File: src/hdl/drblt_pkg.sv
`timescale 1ns / 1ps
// ----------------------------------------------------------------------------
// drblt_pkg
// Request codes, register indexes, configuration struct and tune tables of
// the door relay, buzzer and LED timer unit.
// ----------------------------------------------------------------------------
package drblt_pkg;

	localparam int REQ_W   = 3;
	localparam int DUR_W   = 16;
	localparam int CIDX_W  = 3;
	localparam int CDATA_W = 16;
	localparam int TUNE_W  = 10;

	localparam logic [REQ_W-1:0] REQ_TICK    = 3'd0;
	localparam logic [REQ_W-1:0] REQ_OPEN    = 3'd1;
	localparam logic [REQ_W-1:0] REQ_CLOSE   = 3'd2;
	localparam logic [REQ_W-1:0] REQ_BEEP    = 3'd3;
	localparam logic [REQ_W-1:0] REQ_SUCCESS = 3'd4;
	localparam logic [REQ_W-1:0] REQ_DENIED  = 3'd5;
	localparam logic [REQ_W-1:0] REQ_OPENMEL = 3'd6;
	localparam logic [REQ_W-1:0] REQ_BLINK   = 3'd7;

	localparam logic [CIDX_W-1:0] CFG_RELAY_DEFAULT = 3'd0;
	localparam logic [CIDX_W-1:0] CFG_RELAY_POL     = 3'd1;
	localparam logic [CIDX_W-1:0] CFG_SENSOR_POL    = 3'd2;
	localparam logic [CIDX_W-1:0] CFG_SENSOR_PRES   = 3'd3;
	localparam logic [CIDX_W-1:0] CFG_BUTTON_PRES   = 3'd4;
	localparam logic [CIDX_W-1:0] CFG_DEBOUNCE      = 3'd5;

	localparam logic [1:0] TUNE_SINGLE  = 2'd0;
	localparam logic [1:0] TUNE_SUCCESS = 2'd1;
	localparam logic [1:0] TUNE_DENIED  = 2'd2;
	localparam logic [1:0] TUNE_OPEN    = 2'd3;

	localparam logic [TUNE_W-1:0] BEEP_DEFAULT_MS = 10'd200;

	typedef struct packed {
		logic [DUR_W-1:0] relay_default_ms;
		logic             relay_polarity_low;
		logic             sensor_polarity_low;
		logic             sensor_present;
		logic             button_present;
		logic [DUR_W-1:0] debounce_window_ms;
	} cfg_t;

	function automatic logic [TUNE_W-1:0] tune_on_ms(input logic [1:0] sel,
			input logic [1:0] s);
		logic [TUNE_W-1:0] r;
		begin
			unique case ({sel, s})
				{TUNE_SINGLE, 2'd0}:  r = BEEP_DEFAULT_MS;
				{TUNE_SUCCESS, 2'd0}: r = 10'd120;
				{TUNE_SUCCESS, 2'd1}: r = 10'd120;
				{TUNE_DENIED, 2'd0}:  r = 10'd90;
				{TUNE_DENIED, 2'd1}:  r = 10'd90;
				{TUNE_DENIED, 2'd2}:  r = 10'd90;
				{TUNE_OPEN, 2'd0}:    r = 10'd400;
				default:              r = '0;
			endcase
			return r;
		end
	endfunction

	function automatic logic [TUNE_W-1:0] tune_off_ms(input logic [1:0] sel,
			input logic [1:0] s);
		logic [TUNE_W-1:0] r;
		begin
			unique case ({sel, s})
				{TUNE_SUCCESS, 2'd0}: r = 10'd80;
				{TUNE_DENIED, 2'd0}:  r = 10'd70;
				{TUNE_DENIED, 2'd1}:  r = 10'd70;
				default:              r = '0;
			endcase
			return r;
		end
	endfunction

	function automatic logic [1:0] tune_len(input logic [1:0] sel);
		logic [1:0] r;
		begin
			unique case (sel)
				TUNE_SINGLE:  r = 2'd1;
				TUNE_SUCCESS: r = 2'd2;
				TUNE_DENIED:  r = 2'd3;
				TUNE_OPEN:    r = 2'd1;
				default:      r = 2'd1;
			endcase
			return r;
		end
	endfunction

endpackage

File: src/hdl/drblt_if.sv
`timescale 1ns / 1ps
// ----------------------------------------------------------------------------
// drblt request and result channels
// Valid/ready channels carrying one request item and one result item.
// ----------------------------------------------------------------------------
interface drblt_req_if;
	logic        valid;
	logic        ready;
	logic [2:0]  req_type;
	logic [15:0] duration_ms;
	logic        button_pressed;
	logic        sensor_level;

	modport source (output valid, output req_type, output duration_ms,
		output button_pressed, output sensor_level, input ready);
	modport sink (input valid, input req_type, input duration_ms,
		input button_pressed, input sensor_level, output ready);
endinterface

interface drblt_res_if;
	logic valid;
	logic ready;
	logic relay_level;
	logic buzzer_level;
	logic led_level;
	logic door_unlocked;
	logic door_physically_open;
	logic melody_busy;

	modport source (output valid, output relay_level, output buzzer_level,
		output led_level, output door_unlocked, output door_physically_open,
		output melody_busy, input ready);
	modport sink (input valid, input relay_level, input buzzer_level,
		input led_level, input door_unlocked, input door_physically_open,
		input melody_busy, output ready);
endinterface

File: src/hdl/drblt_debounce.sv
`timescale 1ns / 1ps
// ----------------------------------------------------------------------------
// drblt_debounce
// Exit-button debouncer; flags one qualified press per held press.
// ----------------------------------------------------------------------------
module drblt_debounce import drblt_pkg::*; #(
	parameter int TIME_BITS = 16
) (
	input  logic       clk,
	input  logic       arst_n,
	input  logic       tick,
	input  logic       pressed,
	input  cfg_t       cfg,
	output logic       fire
);

	localparam logic [TIME_BITS-1:0] TMAX = '1;

	logic                 last_q;
	logic                 latched_q;
	logic [TIME_BITS-1:0] stable_q;
	logic                 last_d;
	logic                 latched_d;
	logic [TIME_BITS-1:0] stable_d;

	always_comb begin
		last_d    = last_q;
		latched_d = latched_q;
		stable_d  = stable_q;
		fire      = 1'b0;
		if (cfg.button_present) begin
			if (pressed != last_q) begin
				last_d   = pressed;
				stable_d = '0;
			end else begin
				if (stable_q != TMAX)
					stable_d = stable_q + 1'b1;
				if (pressed && (32'(stable_d) >= 32'(cfg.debounce_window_ms))) begin
					if (!latched_q) begin
						latched_d = 1'b1;
						fire      = 1'b1;
					end
				end else if (!pressed) begin
					latched_d = 1'b0;
				end
			end
		end
	end

	always_ff @(posedge clk or negedge arst_n) begin
		if (!arst_n) begin
			last_q    <= 1'b0;
			latched_q <= 1'b0;
			stable_q  <= '0;
		end else if (tick) begin
			last_q    <= last_d;
			latched_q <= latched_d;
			stable_q  <= stable_d;
		end
	end

endmodule

File: src/hdl/door_relay_buzzer_led_timer_unit.sv
`timescale 1ns / 1ps
// ----------------------------------------------------------------------------
// door_relay_buzzer_led_timer_unit
// Door-access output controller: relay open timer, buzzer tune player,
// LED blink timer and exit-button debouncer, driven by ms ticks and commands.
// ----------------------------------------------------------------------------
// Takes one request per clock cycle while the result output is not stalled
// and returns exactly one result per request, via the input register and
// then the result register. While a result waits, the input register still
// takes one request; further requests wait until the result is taken. Only
// tick requests advance the timers and sample the exit button; commands act
// at once. The user must write configuration (cfg_we/cfg_index/cfg_wdata)
// only while the unit is idle; the block does not enforce this. Indexes
// outside the register list are ignored. No start-up sweep after reset.
module door_relay_buzzer_led_timer_unit import drblt_pkg::*; #(
	parameter int TIME_BITS = 16
) (
	input  logic                clk,
	input  logic                arst_n,
	input  logic                cfg_we,
	input  logic [CIDX_W-1:0]   cfg_index,
	input  logic [CDATA_W-1:0]  cfg_wdata,
	drblt_req_if.sink           req,
	drblt_res_if.source         res
);

	localparam int SW = TIME_BITS + 2;
	localparam logic [31:0] TIME_MAX32 = 32'((64'd1 << TIME_BITS) - 64'd1);
	localparam logic [TIME_BITS:0] STEP_MAX = '1;

	function automatic logic [TIME_BITS-1:0] sat_time(input logic [DUR_W-1:0] d);
		logic [31:0] w;
		begin
			w = 32'(d);
			if (w > TIME_MAX32)
				return TIME_BITS'(TIME_MAX32);
			return TIME_BITS'(w);
		end
	endfunction

	cfg_t cfg_q;

	always_ff @(posedge clk or negedge arst_n) begin
		if (!arst_n) begin
			cfg_q.relay_default_ms    <= 16'd3000;
			cfg_q.relay_polarity_low  <= 1'b0;
			cfg_q.sensor_polarity_low <= 1'b1;
			cfg_q.sensor_present      <= 1'b1;
			cfg_q.button_present      <= 1'b1;
			cfg_q.debounce_window_ms  <= 16'd50;
		end else if (cfg_we) begin
			unique case (cfg_index)
				CFG_RELAY_DEFAULT: cfg_q.relay_default_ms    <= cfg_wdata;
				CFG_RELAY_POL:     cfg_q.relay_polarity_low  <= cfg_wdata[0];
				CFG_SENSOR_POL:    cfg_q.sensor_polarity_low <= cfg_wdata[0];
				CFG_SENSOR_PRES:   cfg_q.sensor_present      <= cfg_wdata[0];
				CFG_BUTTON_PRES:   cfg_q.button_present      <= cfg_wdata[0];
				CFG_DEBOUNCE:      cfg_q.debounce_window_ms  <= cfg_wdata;
				default: ;
			endcase
		end
	end

	// input register
	logic              valid_s1;
	logic [REQ_W-1:0]  req_type_s1;
	logic [DUR_W-1:0]  duration_s1;
	logic              pressed_s1;
	logic              sensor_s1;
	logic              res_valid_q;
	logic              adv;

	assign adv       = valid_s1 && (!res_valid_q || res.ready);
	assign req.ready = !valid_s1 || adv;

	always_ff @(posedge clk or negedge arst_n) begin
		if (!arst_n)
			valid_s1 <= 1'b0;
		else if (req.ready)
			valid_s1 <= req.valid;
	end

	always_ff @(posedge clk) begin
		if (req.ready && req.valid) begin
			req_type_s1 <= req.req_type;
			duration_s1 <= req.duration_ms;
			pressed_s1  <= req.button_pressed;
			sensor_s1   <= req.sensor_level;
		end
	end

	// state
	logic                 unlocked_q, playing_q, buzzing_q, led_lit_q;
	logic [TIME_BITS-1:0] relay_left_q, single_on_q, led_left_q;
	logic [1:0]           sel_q, step_q;
	logic [TIME_BITS:0]   elapsed_q;

	logic                 unlocked_d, playing_d, buzzing_d, led_lit_d;
	logic [TIME_BITS-1:0] relay_left_d, single_on_d, led_left_d;
	logic [1:0]           sel_d, step_d;
	logic [TIME_BITS:0]   elapsed_d;

	logic                 is_tick;
	logic                 fire;
	logic [1:0]           s_idx;
	logic [1:0]           step_inc;
	logic [SW-1:0]        on_ms, off_ms;
	logic [TIME_BITS-1:0] open_ms, default_ms;
	logic                 phys_open;

	assign is_tick = (req_type_s1 == REQ_TICK);

	drblt_debounce #(
		.TIME_BITS (TIME_BITS)
	) u_debounce (
		.clk     (clk),
		.arst_n  (arst_n),
		.tick    (adv && is_tick),
		.pressed (pressed_s1),
		.cfg     (cfg_q),
		.fire    (fire)
	);

	assign s_idx      = (step_q == 2'd3) ? 2'd0 : step_q;
	assign on_ms      = (sel_q == TUNE_SINGLE) ? SW'(single_on_q) : SW'(tune_on_ms(sel_q, s_idx));
	assign off_ms     = SW'(tune_off_ms(sel_q, s_idx));
	assign default_ms = sat_time(cfg_q.relay_default_ms);
	assign open_ms    = (duration_s1 != '0) ? sat_time(duration_s1) : default_ms;

	always_comb begin
		unlocked_d   = unlocked_q;
		relay_left_d = relay_left_q;
		playing_d    = playing_q;
		buzzing_d    = buzzing_q;
		sel_d        = sel_q;
		step_d       = step_q;
		elapsed_d    = elapsed_q;
		single_on_d  = single_on_q;
		led_lit_d    = led_lit_q;
		led_left_d   = led_left_q;
		step_inc     = step_q + 2'd1;
		unique case (req_type_s1)
			REQ_TICK: begin
				if (unlocked_q) begin
					if (relay_left_q != '0)
						relay_left_d = relay_left_q - 1'b1;
					if (relay_left_d == '0)
						unlocked_d = 1'b0;
				end
				if (playing_q) begin
					if (elapsed_q != STEP_MAX)
						elapsed_d = elapsed_q + 1'b1;
					buzzing_d = SW'(elapsed_d) < on_ms;
					if (SW'(elapsed_d) >= on_ms + off_ms) begin
						if (step_inc >= tune_len(sel_q)) begin
							playing_d = 1'b0;
							step_d    = 2'd0;
							sel_d     = TUNE_SINGLE;
							buzzing_d = 1'b0;
						end else begin
							step_d    = step_inc;
							elapsed_d = '0;
						end
					end
				end
				if (led_lit_q) begin
					if (led_left_q != '0)
						led_left_d = led_left_q - 1'b1;
					if (led_left_d == '0)
						led_lit_d = 1'b0;
				end
				if (fire) begin
					if (default_ms != '0) begin
						unlocked_d   = 1'b1;
						relay_left_d = default_ms;
					end
					sel_d     = TUNE_OPEN;
					step_d    = 2'd0;
					elapsed_d = '0;
					playing_d = 1'b1;
					buzzing_d = 1'b1;
				end
			end
			REQ_OPEN: begin
				if (open_ms != '0) begin
					unlocked_d   = 1'b1;
					relay_left_d = open_ms;
				end
			end
			REQ_CLOSE: begin
				unlocked_d   = 1'b0;
				relay_left_d = '0;
			end
			REQ_BEEP, REQ_SUCCESS, REQ_DENIED, REQ_OPENMEL: begin
				if (req_type_s1 == REQ_BEEP)
					single_on_d = (duration_s1 != '0) ? sat_time(duration_s1)
						: TIME_BITS'(BEEP_DEFAULT_MS);
				sel_d     = 2'(req_type_s1 - REQ_BEEP);
				step_d    = 2'd0;
				elapsed_d = '0;
				playing_d = 1'b1;
				buzzing_d = 1'b1;
			end
			REQ_BLINK: begin
				led_lit_d  = 1'b1;
				led_left_d = sat_time(duration_s1);
			end
			default: ;
		endcase
	end

	always_ff @(posedge clk or negedge arst_n) begin
		if (!arst_n) begin
			unlocked_q   <= 1'b0;
			relay_left_q <= '0;
			playing_q    <= 1'b0;
			buzzing_q    <= 1'b0;
			sel_q        <= TUNE_SINGLE;
			step_q       <= 2'd0;
			elapsed_q    <= '0;
			single_on_q  <= TIME_BITS'(BEEP_DEFAULT_MS);
			led_lit_q    <= 1'b0;
			led_left_q   <= '0;
		end else if (adv) begin
			unlocked_q   <= unlocked_d;
			relay_left_q <= relay_left_d;
			playing_q    <= playing_d;
			buzzing_q    <= buzzing_d;
			sel_q        <= sel_d;
			step_q       <= step_d;
			elapsed_q    <= elapsed_d;
			single_on_q  <= single_on_d;
			led_lit_q    <= led_lit_d;
			led_left_q   <= led_left_d;
		end
	end

	// result register
	assign phys_open = cfg_q.sensor_present &&
		(cfg_q.sensor_polarity_low ? !sensor_s1 : sensor_s1);

	always_ff @(posedge clk or negedge arst_n) begin
		if (!arst_n)
			res_valid_q <= 1'b0;
		else if (adv)
			res_valid_q <= 1'b1;
		else if (res.ready)
			res_valid_q <= 1'b0;
	end

	always_ff @(posedge clk) begin
		if (adv) begin
			res.relay_level          <= unlocked_d ^ cfg_q.relay_polarity_low;
			res.buzzer_level         <= buzzing_d;
			res.led_level            <= led_lit_d;
			res.door_unlocked        <= unlocked_d;
			res.door_physically_open <= phys_open;
			res.melody_busy          <= playing_d;
		end
	end

	assign res.valid = res_valid_q;

endmodule

File: src/flat_wrapper.sv
// flat-port wrapper written by rule: the top's interface ports become plain ports
module door_relay_buzzer_led_timer_unit_flat import drblt_pkg::*;
#(
	parameter int TIME_BITS = 16
)
  (clk, arst_n, cfg_we, cfg_index, cfg_wdata, req_valid, req_req_type, req_duration_ms, req_button_pressed, req_sensor_level, req_ready, res_valid, res_relay_level, res_buzzer_level, res_led_level, res_door_unlocked, res_door_physically_open, res_melody_busy, res_ready);
  drblt_req_if req_i ();
  drblt_res_if res_i ();
  input  logic clk;
  input  logic arst_n;
  input  logic cfg_we;
  input  logic [CIDX_W-1:0] cfg_index;
  input  logic [CDATA_W-1:0] cfg_wdata;
  input wire logic [$bits(req_i.valid)-1:0] req_valid;
  input wire logic [$bits(req_i.req_type)-1:0] req_req_type;
  input wire logic [$bits(req_i.duration_ms)-1:0] req_duration_ms;
  input wire logic [$bits(req_i.button_pressed)-1:0] req_button_pressed;
  input wire logic [$bits(req_i.sensor_level)-1:0] req_sensor_level;
  output wire logic [$bits(req_i.ready)-1:0] req_ready;
  output wire logic [$bits(res_i.valid)-1:0] res_valid;
  output wire logic [$bits(res_i.relay_level)-1:0] res_relay_level;
  output wire logic [$bits(res_i.buzzer_level)-1:0] res_buzzer_level;
  output wire logic [$bits(res_i.led_level)-1:0] res_led_level;
  output wire logic [$bits(res_i.door_unlocked)-1:0] res_door_unlocked;
  output wire logic [$bits(res_i.door_physically_open)-1:0] res_door_physically_open;
  output wire logic [$bits(res_i.melody_busy)-1:0] res_melody_busy;
  input wire logic [$bits(res_i.ready)-1:0] res_ready;
  assign req_i.valid = req_valid;
  assign req_i.req_type = req_req_type;
  assign req_i.duration_ms = req_duration_ms;
  assign req_i.button_pressed = req_button_pressed;
  assign req_i.sensor_level = req_sensor_level;
  assign req_ready = req_i.ready;
  assign res_valid = res_i.valid;
  assign res_relay_level = res_i.relay_level;
  assign res_buzzer_level = res_i.buzzer_level;
  assign res_led_level = res_i.led_level;
  assign res_door_unlocked = res_i.door_unlocked;
  assign res_door_physically_open = res_i.door_physically_open;
  assign res_melody_busy = res_i.melody_busy;
  assign res_i.ready = res_ready;
  door_relay_buzzer_led_timer_unit #(.TIME_BITS(TIME_BITS)) u_core (.clk(clk), .arst_n(arst_n), .cfg_we(cfg_we), .cfg_index(cfg_index), .cfg_wdata(cfg_wdata), .req(req_i), .res(res_i));
endmodule
File: config.mk
export PLATFORM = sky130hd
export DESIGN_NAME = door_relay_buzzer_led_timer_unit_flat
export DESIGN_NICKNAME = d
export VERILOG_FILES = /design/src/hdl/drblt_pkg.sv /design/src/hdl/drblt_if.sv /design/src/hdl/drblt_debounce.sv /design/src/hdl/door_relay_buzzer_led_timer_unit.sv /design/src/flat_wrapper.sv
export SDC_FILE = /design/constraint.sdc
export NUM_CORES = 1
export LEC_CHECK = 0
export ABC_AREA = 1
export BUFFER_PORTS_ARGS = -buffer_cell sky130_fd_sc_hd__buf_4
export CAP_MARGIN = 0
export CORE_MARGIN = 8
export CORE_UTILIZATION = 63
export DETAILED_ROUTE_END_ITERATION = 8
export PLACE_DENSITY_LB_ADDON = 0.3
export SLEW_MARGIN = 20
export SYNTH_ARGS = -nofsm -noshare
export SYNTH_HDL_FRONTEND = slang
export SYNTH_SLANG_ARGS = --single-unit
File: constraint.sdc
create_clock -name clk -period 4.85 [get_ports clk]
set_input_delay 0.97 -clock clk [delete_from_list [all_inputs] [get_ports clk]]
set_output_delay 0.97 -clock clk [all_outputs]
set_load 0.05 [all_outputs]
# Word-level counts from Yosys, hierarchy flattened
# Index checks and enable logic that the tools add are counted.
totals:
  ff_bits: 156
  wordCells: 193
  out_inout_bits: 8
op_classes:
  bitwise: 2
  eq_ne: 31
  n_addsub: 7
  magnitude_cmp: 4
  n_reduce_logical: 45
  muxes: 73
op_table:
  columns: ["cell", "n"]
  rows:
  - ["$mux 16", 18]
  - ["$mux 17", 7]
  - ["$reduce_bool 16->1", 5]
  - ["$pmux 16 s3", 1]
  - ["$pmux 9 s4", 1]
  - ["$pmux 17 s2", 1]
  - ["$logic_not 16->1", 2]
  - ["$pmux 16 s2", 1]
  - ["$sub 16x1->16 const B", 2]
  - ["$mux 1", 24]
  - ["$mux 2", 12]
  - ["$add 18x7->18", 1]
  - ["$eq 3x3->1 const B", 6]
  - ["$ge 17x18->1", 1]
  - ["$lt 17x18->1", 1]
  - ["$add 17x1->17 const B", 1]
  - ["$ne 17x17->1 const B", 1]
  - ["$add 16x1->16 const B", 1]
  - ["$eq 4x4->1 const B", 4]
  - ["$ge 16x16->1", 1]
  - ["$ne 16x16->1 const B", 1]
  - ["$reduce_and 3->1", 5]
  - ["$pmux 7 s2", 1]
  - ["$reduce_and 2->1", 7]
  - ["other kinds (32)", 57]

# Longest topological paths before layout
depth:
  word_depth: 17
  depth_mapped: 29
  mapped_depth_nobuf: 29

# Hierarchy
# From an unflattened synthesis, not the netlist that was laid out.
hier_totals:
  hier_cells: 1444
  area_unflattened_um2: 10695.3
by_module_without_submodules:
  columns: ["module", "area_each_um2", "n_inst", "cells_per_inst"]
  rows:
  - ["door_relay_buzzer_led_timer_unit", 9069.9, 1, 1206]
  - ["drblt_debounce", 1625.3, 1, 238]

# Least setup slack after synthesis
# No wires, ideal clock.
synth_path:
  path_kind: "register to register"
  from: "register u_core.step_q[0]"
  to: "register u_core.res.melody_busy (data pin)"
  setup_time_ps: 274
  required_time_ps: 4576
  path_slack_ps: 1013
  t_arrival_ps: 3562
  path_buffers: 0
  path_stages_with_launch: 27
  path_cell_list: "dfrtp_1 -> inv_1 -> ha_1 -> inv_2 -> o22ai_2 -> inv_2 -> nand2_1 -> nand2_1 -> nand2_1 -> ha_1 -> inv_1 -> fa_1 -> o21ai_2 -> a21oi_1 -> inv_1 -> nand2_1 -> xor2_1 -> ha_1 -> nand2_1 -> inv_1 -> nand2_1 -> nor3_1 -> nand4_1 -> nand4_1 -> nand2_1 -> o21ai_0 -> o21ai_0"
synth_between:
  elab_chain_cells: 12
  elab_cells_between_ends: 24
  classes_between: "2 x add/sub; 2 x order compare; 7 x eq/ne; 9 x mux; 4 x reduce/logical"
synth_rtl:
  columns: ["element", "line", "text"]
  rows:
  - ["start: declaration", "door_relay_buzzer_led_timer_unit.sv:95", "logic [1:0] sel_q, step_q;"]
  - ["start signal: assignment", "door_relay_buzzer_led_timer_unit.sv:230", "step_q <= step_d;"]
  - ["$eq 2x2->1", "door_relay_buzzer_led_timer_unit.sv:124", "assign s_idx = (step_q == 2'd3) ? 2'd0 : step_q;"]
  - ["$mux 2", "door_relay_buzzer_led_timer_unit.sv:124", null]
  - ["$eq 4x4->1 (tied with other cells)", "drblt_pkg.sv:51", "unique case ({sel, s})"]
  - ["$reduce_or 3->1 (no line) / $reduce_or 2->1 (equally long branches)", null, null]
  - ["$pmux 9 s4", "drblt_pkg.sv:51", null]
  - ["$mux 16", "door_relay_buzzer_led_timer_unit.sv:125", "assign on_ms = (sel_q == TUNE_SINGLE) ? SW'(single_on_q) : SW'(tune_on_ms(sel_q, s_idx));"]
  - ["$add 18x7->18", "door_relay_buzzer_led_timer_unit.sv:154", "if (SW'(elapsed_d) >= on_ms + off_ms) begin"]
  - ["$ge 17x18->1", "door_relay_buzzer_led_timer_unit.sv:154", null]
  - ["$mux 1 *", "door_relay_buzzer_led_timer_unit.sv:154", null]
  - ["$mux 1 *", "door_relay_buzzer_led_timer_unit.sv:150", "if (playing_q) begin"]
  - ["$mux 1 *", "door_relay_buzzer_led_timer_unit.sv:172", "if (fire) begin"]
  - ["$pmux 1 s2 *", "door_relay_buzzer_led_timer_unit.sv:142", "unique case (req_type_s1)"]
  - ["net u_core.playing_d", "door_relay_buzzer_led_timer_unit.sv:98", "logic unlocked_d, playing_d, buzzing_d, led_lit_d;"]
  - ["end signal: assignment", "door_relay_buzzer_led_timer_unit.sv:258", "res.melody_busy <= playing_d;"]
  - ["end: declaration", "drblt_if.sv:32", "output melody_busy, input ready);"]
# The timed path passes the listed nets; every way through them passes the cells marked *.
# A chain may end at the register's enable or synchronous reset.

# Final worst setup path
# Ends and elaborated chain as after synthesis.

==> reports/metrics.yaml <==
coreArea_sq_mm: 0.01664
finalSetupViolCount: 0
drt_iter0_drc: 1120
tns_ns: 0
die_area_sq_mm: 0.02150
synth_area_per_cell_sq_um: 7.420
cp_slowest_cell: "dfrtp_1"
synth.net_count: 1567
cts_setup_buffers: 0
initial_core_util: 0.6460
slew_headroom: 0.4061
drc: 0
ctsResizeCount: 0
place.gp.congestion: 0.9549
hold_path_class: "reg -> reg"
max_freq_mhz: 219.8
hold_depth: 2
worstPathArrival_ns: 4.71
wl_per_cell_microns: 16.17
io_pins: 53
final.fill_count: 1299
worst_r2r_path_depth: 26
die_x_microns: 146.6
vias_per_cell: 5.801
netSwitchingPower_uw: 3234
antenna_found_initial: 0
syn_area_sq_mm: 0.01075
post-route-period-util: 0.9380
worstMarginPinSlew_ns: 0.8887
status: "complete, no violations"
end_kind: "flip-flop"
synth_top_cell_by_area: "dfrtp_1"
n_antenna_cell: 0
cap_violations: 0
crit_path_start_kind: "flip-flop"
yosysSeqAreaShare: 0.3775
power_frac_seq: 0.318
p_int_uw: 3724
post-synth-top-count-cell: "nand2_1"
crit_required_ns: 5.01
io_buffers: 52
wl_microns: 27980
vias: 10040
grt_start_max_net_pins: 78
htree_num_levels: 4
area_growth_pct: 11.09
clock_skew_ns: 0.01112
grt_pass1_vias: 9554
p_per_area_mw_per_mm2: 582.6
synth.distinct_cells: 48
cts_buffers: 17
grt_pass1_wl_microns: 46580
ant_nets: 0
clock_latency_ns: 0.44
synthCells: 1449
drive_above_1_share: 0.1105
crit_type: "reg -> reg"
path_clk_slew_ns: 0.07
crit_path_frequent_cell: "inv_1"
drt_pass1_iterations: 5
slew_violations: 0
die_h_microns: 146.6
clockBufferDepth: 2
synth_enable_flop_cells: 27
cp_max_fo: 4
ctsRootBufferMaster: "clkbuf_16"
overflow: 0
ys_ff_latch: 156
ctsHoldBuffers: 0
leakage_uw: 0.005810
synth_warnings: 0
synth_common_cells: "nand2_1 (338), inv_1 (202), nor2_1 (141)"
cpPeakStageDelay_ns: 0.41
ys.flop_type: "dfrtp_1"
grt_usage: 0.2630
finalHoldViolations: 0
ir_worst_vdd_v: 0.0003389
synth_top_area_frac: 0.2630
synthTopCellsByArea: "dfrtp_1 (26%), nand2_1 (12%), ha_1 (8.4%), edfxtp_1 (7.5%), inv_1 (7.1%)"
cts.sinks: 156
row_count: 47
switching_share: 0.4648
grt_setup_unrepaired: "no"
pwr-share-comb: 0.486
dp_hpwl_microns: 20950
cts_tree: "built"
async_reset_ff_frac: 0.8269
period_minus_slack_ns: 4.549
finalNetCount: 1616
utilization: 0.7177
pwr-share-clk: 0.195
per-stage QoR:
step                      hold slack [ns]  instances  setup slack [ns]  area [sq um]  power (uW)
after floorplan                    0.4478       1449             1.013         10750        4613
after global placement             0.4630       1699            0.6184         11320        5341
after detailed placement           0.4658       1699            0.3490         11320        5458
after CTS                          0.4849       1731            0.2747         11920        6855
after global routing               0.5118       1731          0.002295         11940        7511
final                              0.4809       1731            0.3009         11940        6958
state kept, by name (all words and copies together) (netlist names), 2 cells and up:
name,count
u_core.req_type_s1,3
u_core.default_ms,16
u_core.relay_left_q,16
u_core.single_on_q,16
u_core.sel_q,2
u_core.led_left_q,16
u_core.u_debounce.stable_q,16
u_core.step_q,2
u_core.elapsed_q,17
u_core.cfg_q,20
u_core.duration_s1,16
cells in the final DEF (no fill, tap or decap), types with 27 or more instances in the layout:
cell type	Yosys	layout
o21ai_0	118	115
inv_1	202	202
nand3_1	72	72
xor2_1	42	42
nand2_1	338	335
nor2_1	141	141
ha_1	72	72
buf_4	0	60
edfxtp_1	27	27
a21oi_1	82	82
dfrtp_1	113	113
layer usage:
metal	share of wire	global-route usage
met4	0.028	0.09067
met5	0	0
met1	0.43	0.3458
met2	0.46	0.4182
met3	0.077	0.06026
worst paths after layout:
kind,start,to,slack [ns]
setup / recovery,u_core.step_q[0]$_DFFE_PN0P_,u_core.res.melody_busy$_DFFE_PP_,0.30
min in group asynchronous,arst_n,u_core.elapsed_q[4]$_DFFE_PN0P_,0.57
setup reg to reg,u_core.step_q[0]$_DFFE_PN0P_,u_core.res.melody_busy$_DFFE_PP_,0.30
max in group asynchronous,arst_n,u_core.cfg_q[1]$_DFFE_PN1P_,3.39
hold reg to reg,u_core.buzzing_q$_DFFE_PN0P_,u_core.buzzing_q$_DFFE_PN0P_,0.48
hold / removal,u_core.buzzing_q$_DFFE_PN0P_,u_core.buzzing_q$_DFFE_PN0P_,0.48
area by class of cell:
class,count,area (sq um),share of cell area
Clock buffer,20,479.2,0.04012
Clock inverter,12,120.1,0.01006
Timing Repair Buffer,61,470.5,0.03939
Tap cell,220,275.3,0.02305
Inverter,216,813.3,0.06809
Multi-Input combinational cell,1046,5727,0.4795
Sequential cell,156,4059,0.3398
power by group through the flow:
stage | Combinational, uW | Clock [uW] | Sequential [uW]
floorplan | 2500 | 0 | 2110
finish | 3380 | 1360 | 2220
detailed placement | 3250 | 0 | 2210
CTS | 3290 | 1360 | 2200
global placement | 3130 | 0 | 2210
global route | 3830 | 1410 | 2270
critical path, delay by kind of cell, from the launching register on:
family / cells / cell delay [ns]
buf+inv: 6 / 0.49
simple gates: 11 / 1.50
fa+ha+maj: 3 / 0.97
xor+xnor: 1 / 0.09
compound gates: 5 / 0.80
flops: 1 / 0.41
logic make-up after synthesis:
group / after synthesis / share of synthesized area
adders and majority gates: 73 / 0.08565
xor gates and xnor gates: 46 / 0.03747
AOI/OAI and AO/OA: 287 / 0.1507
DFF: 156 / 0.3775
buffers and inverters: 247 / 0.09170
and+or+nand+nor: 640 / 0.2570
(Power assumes the default switching activity.)
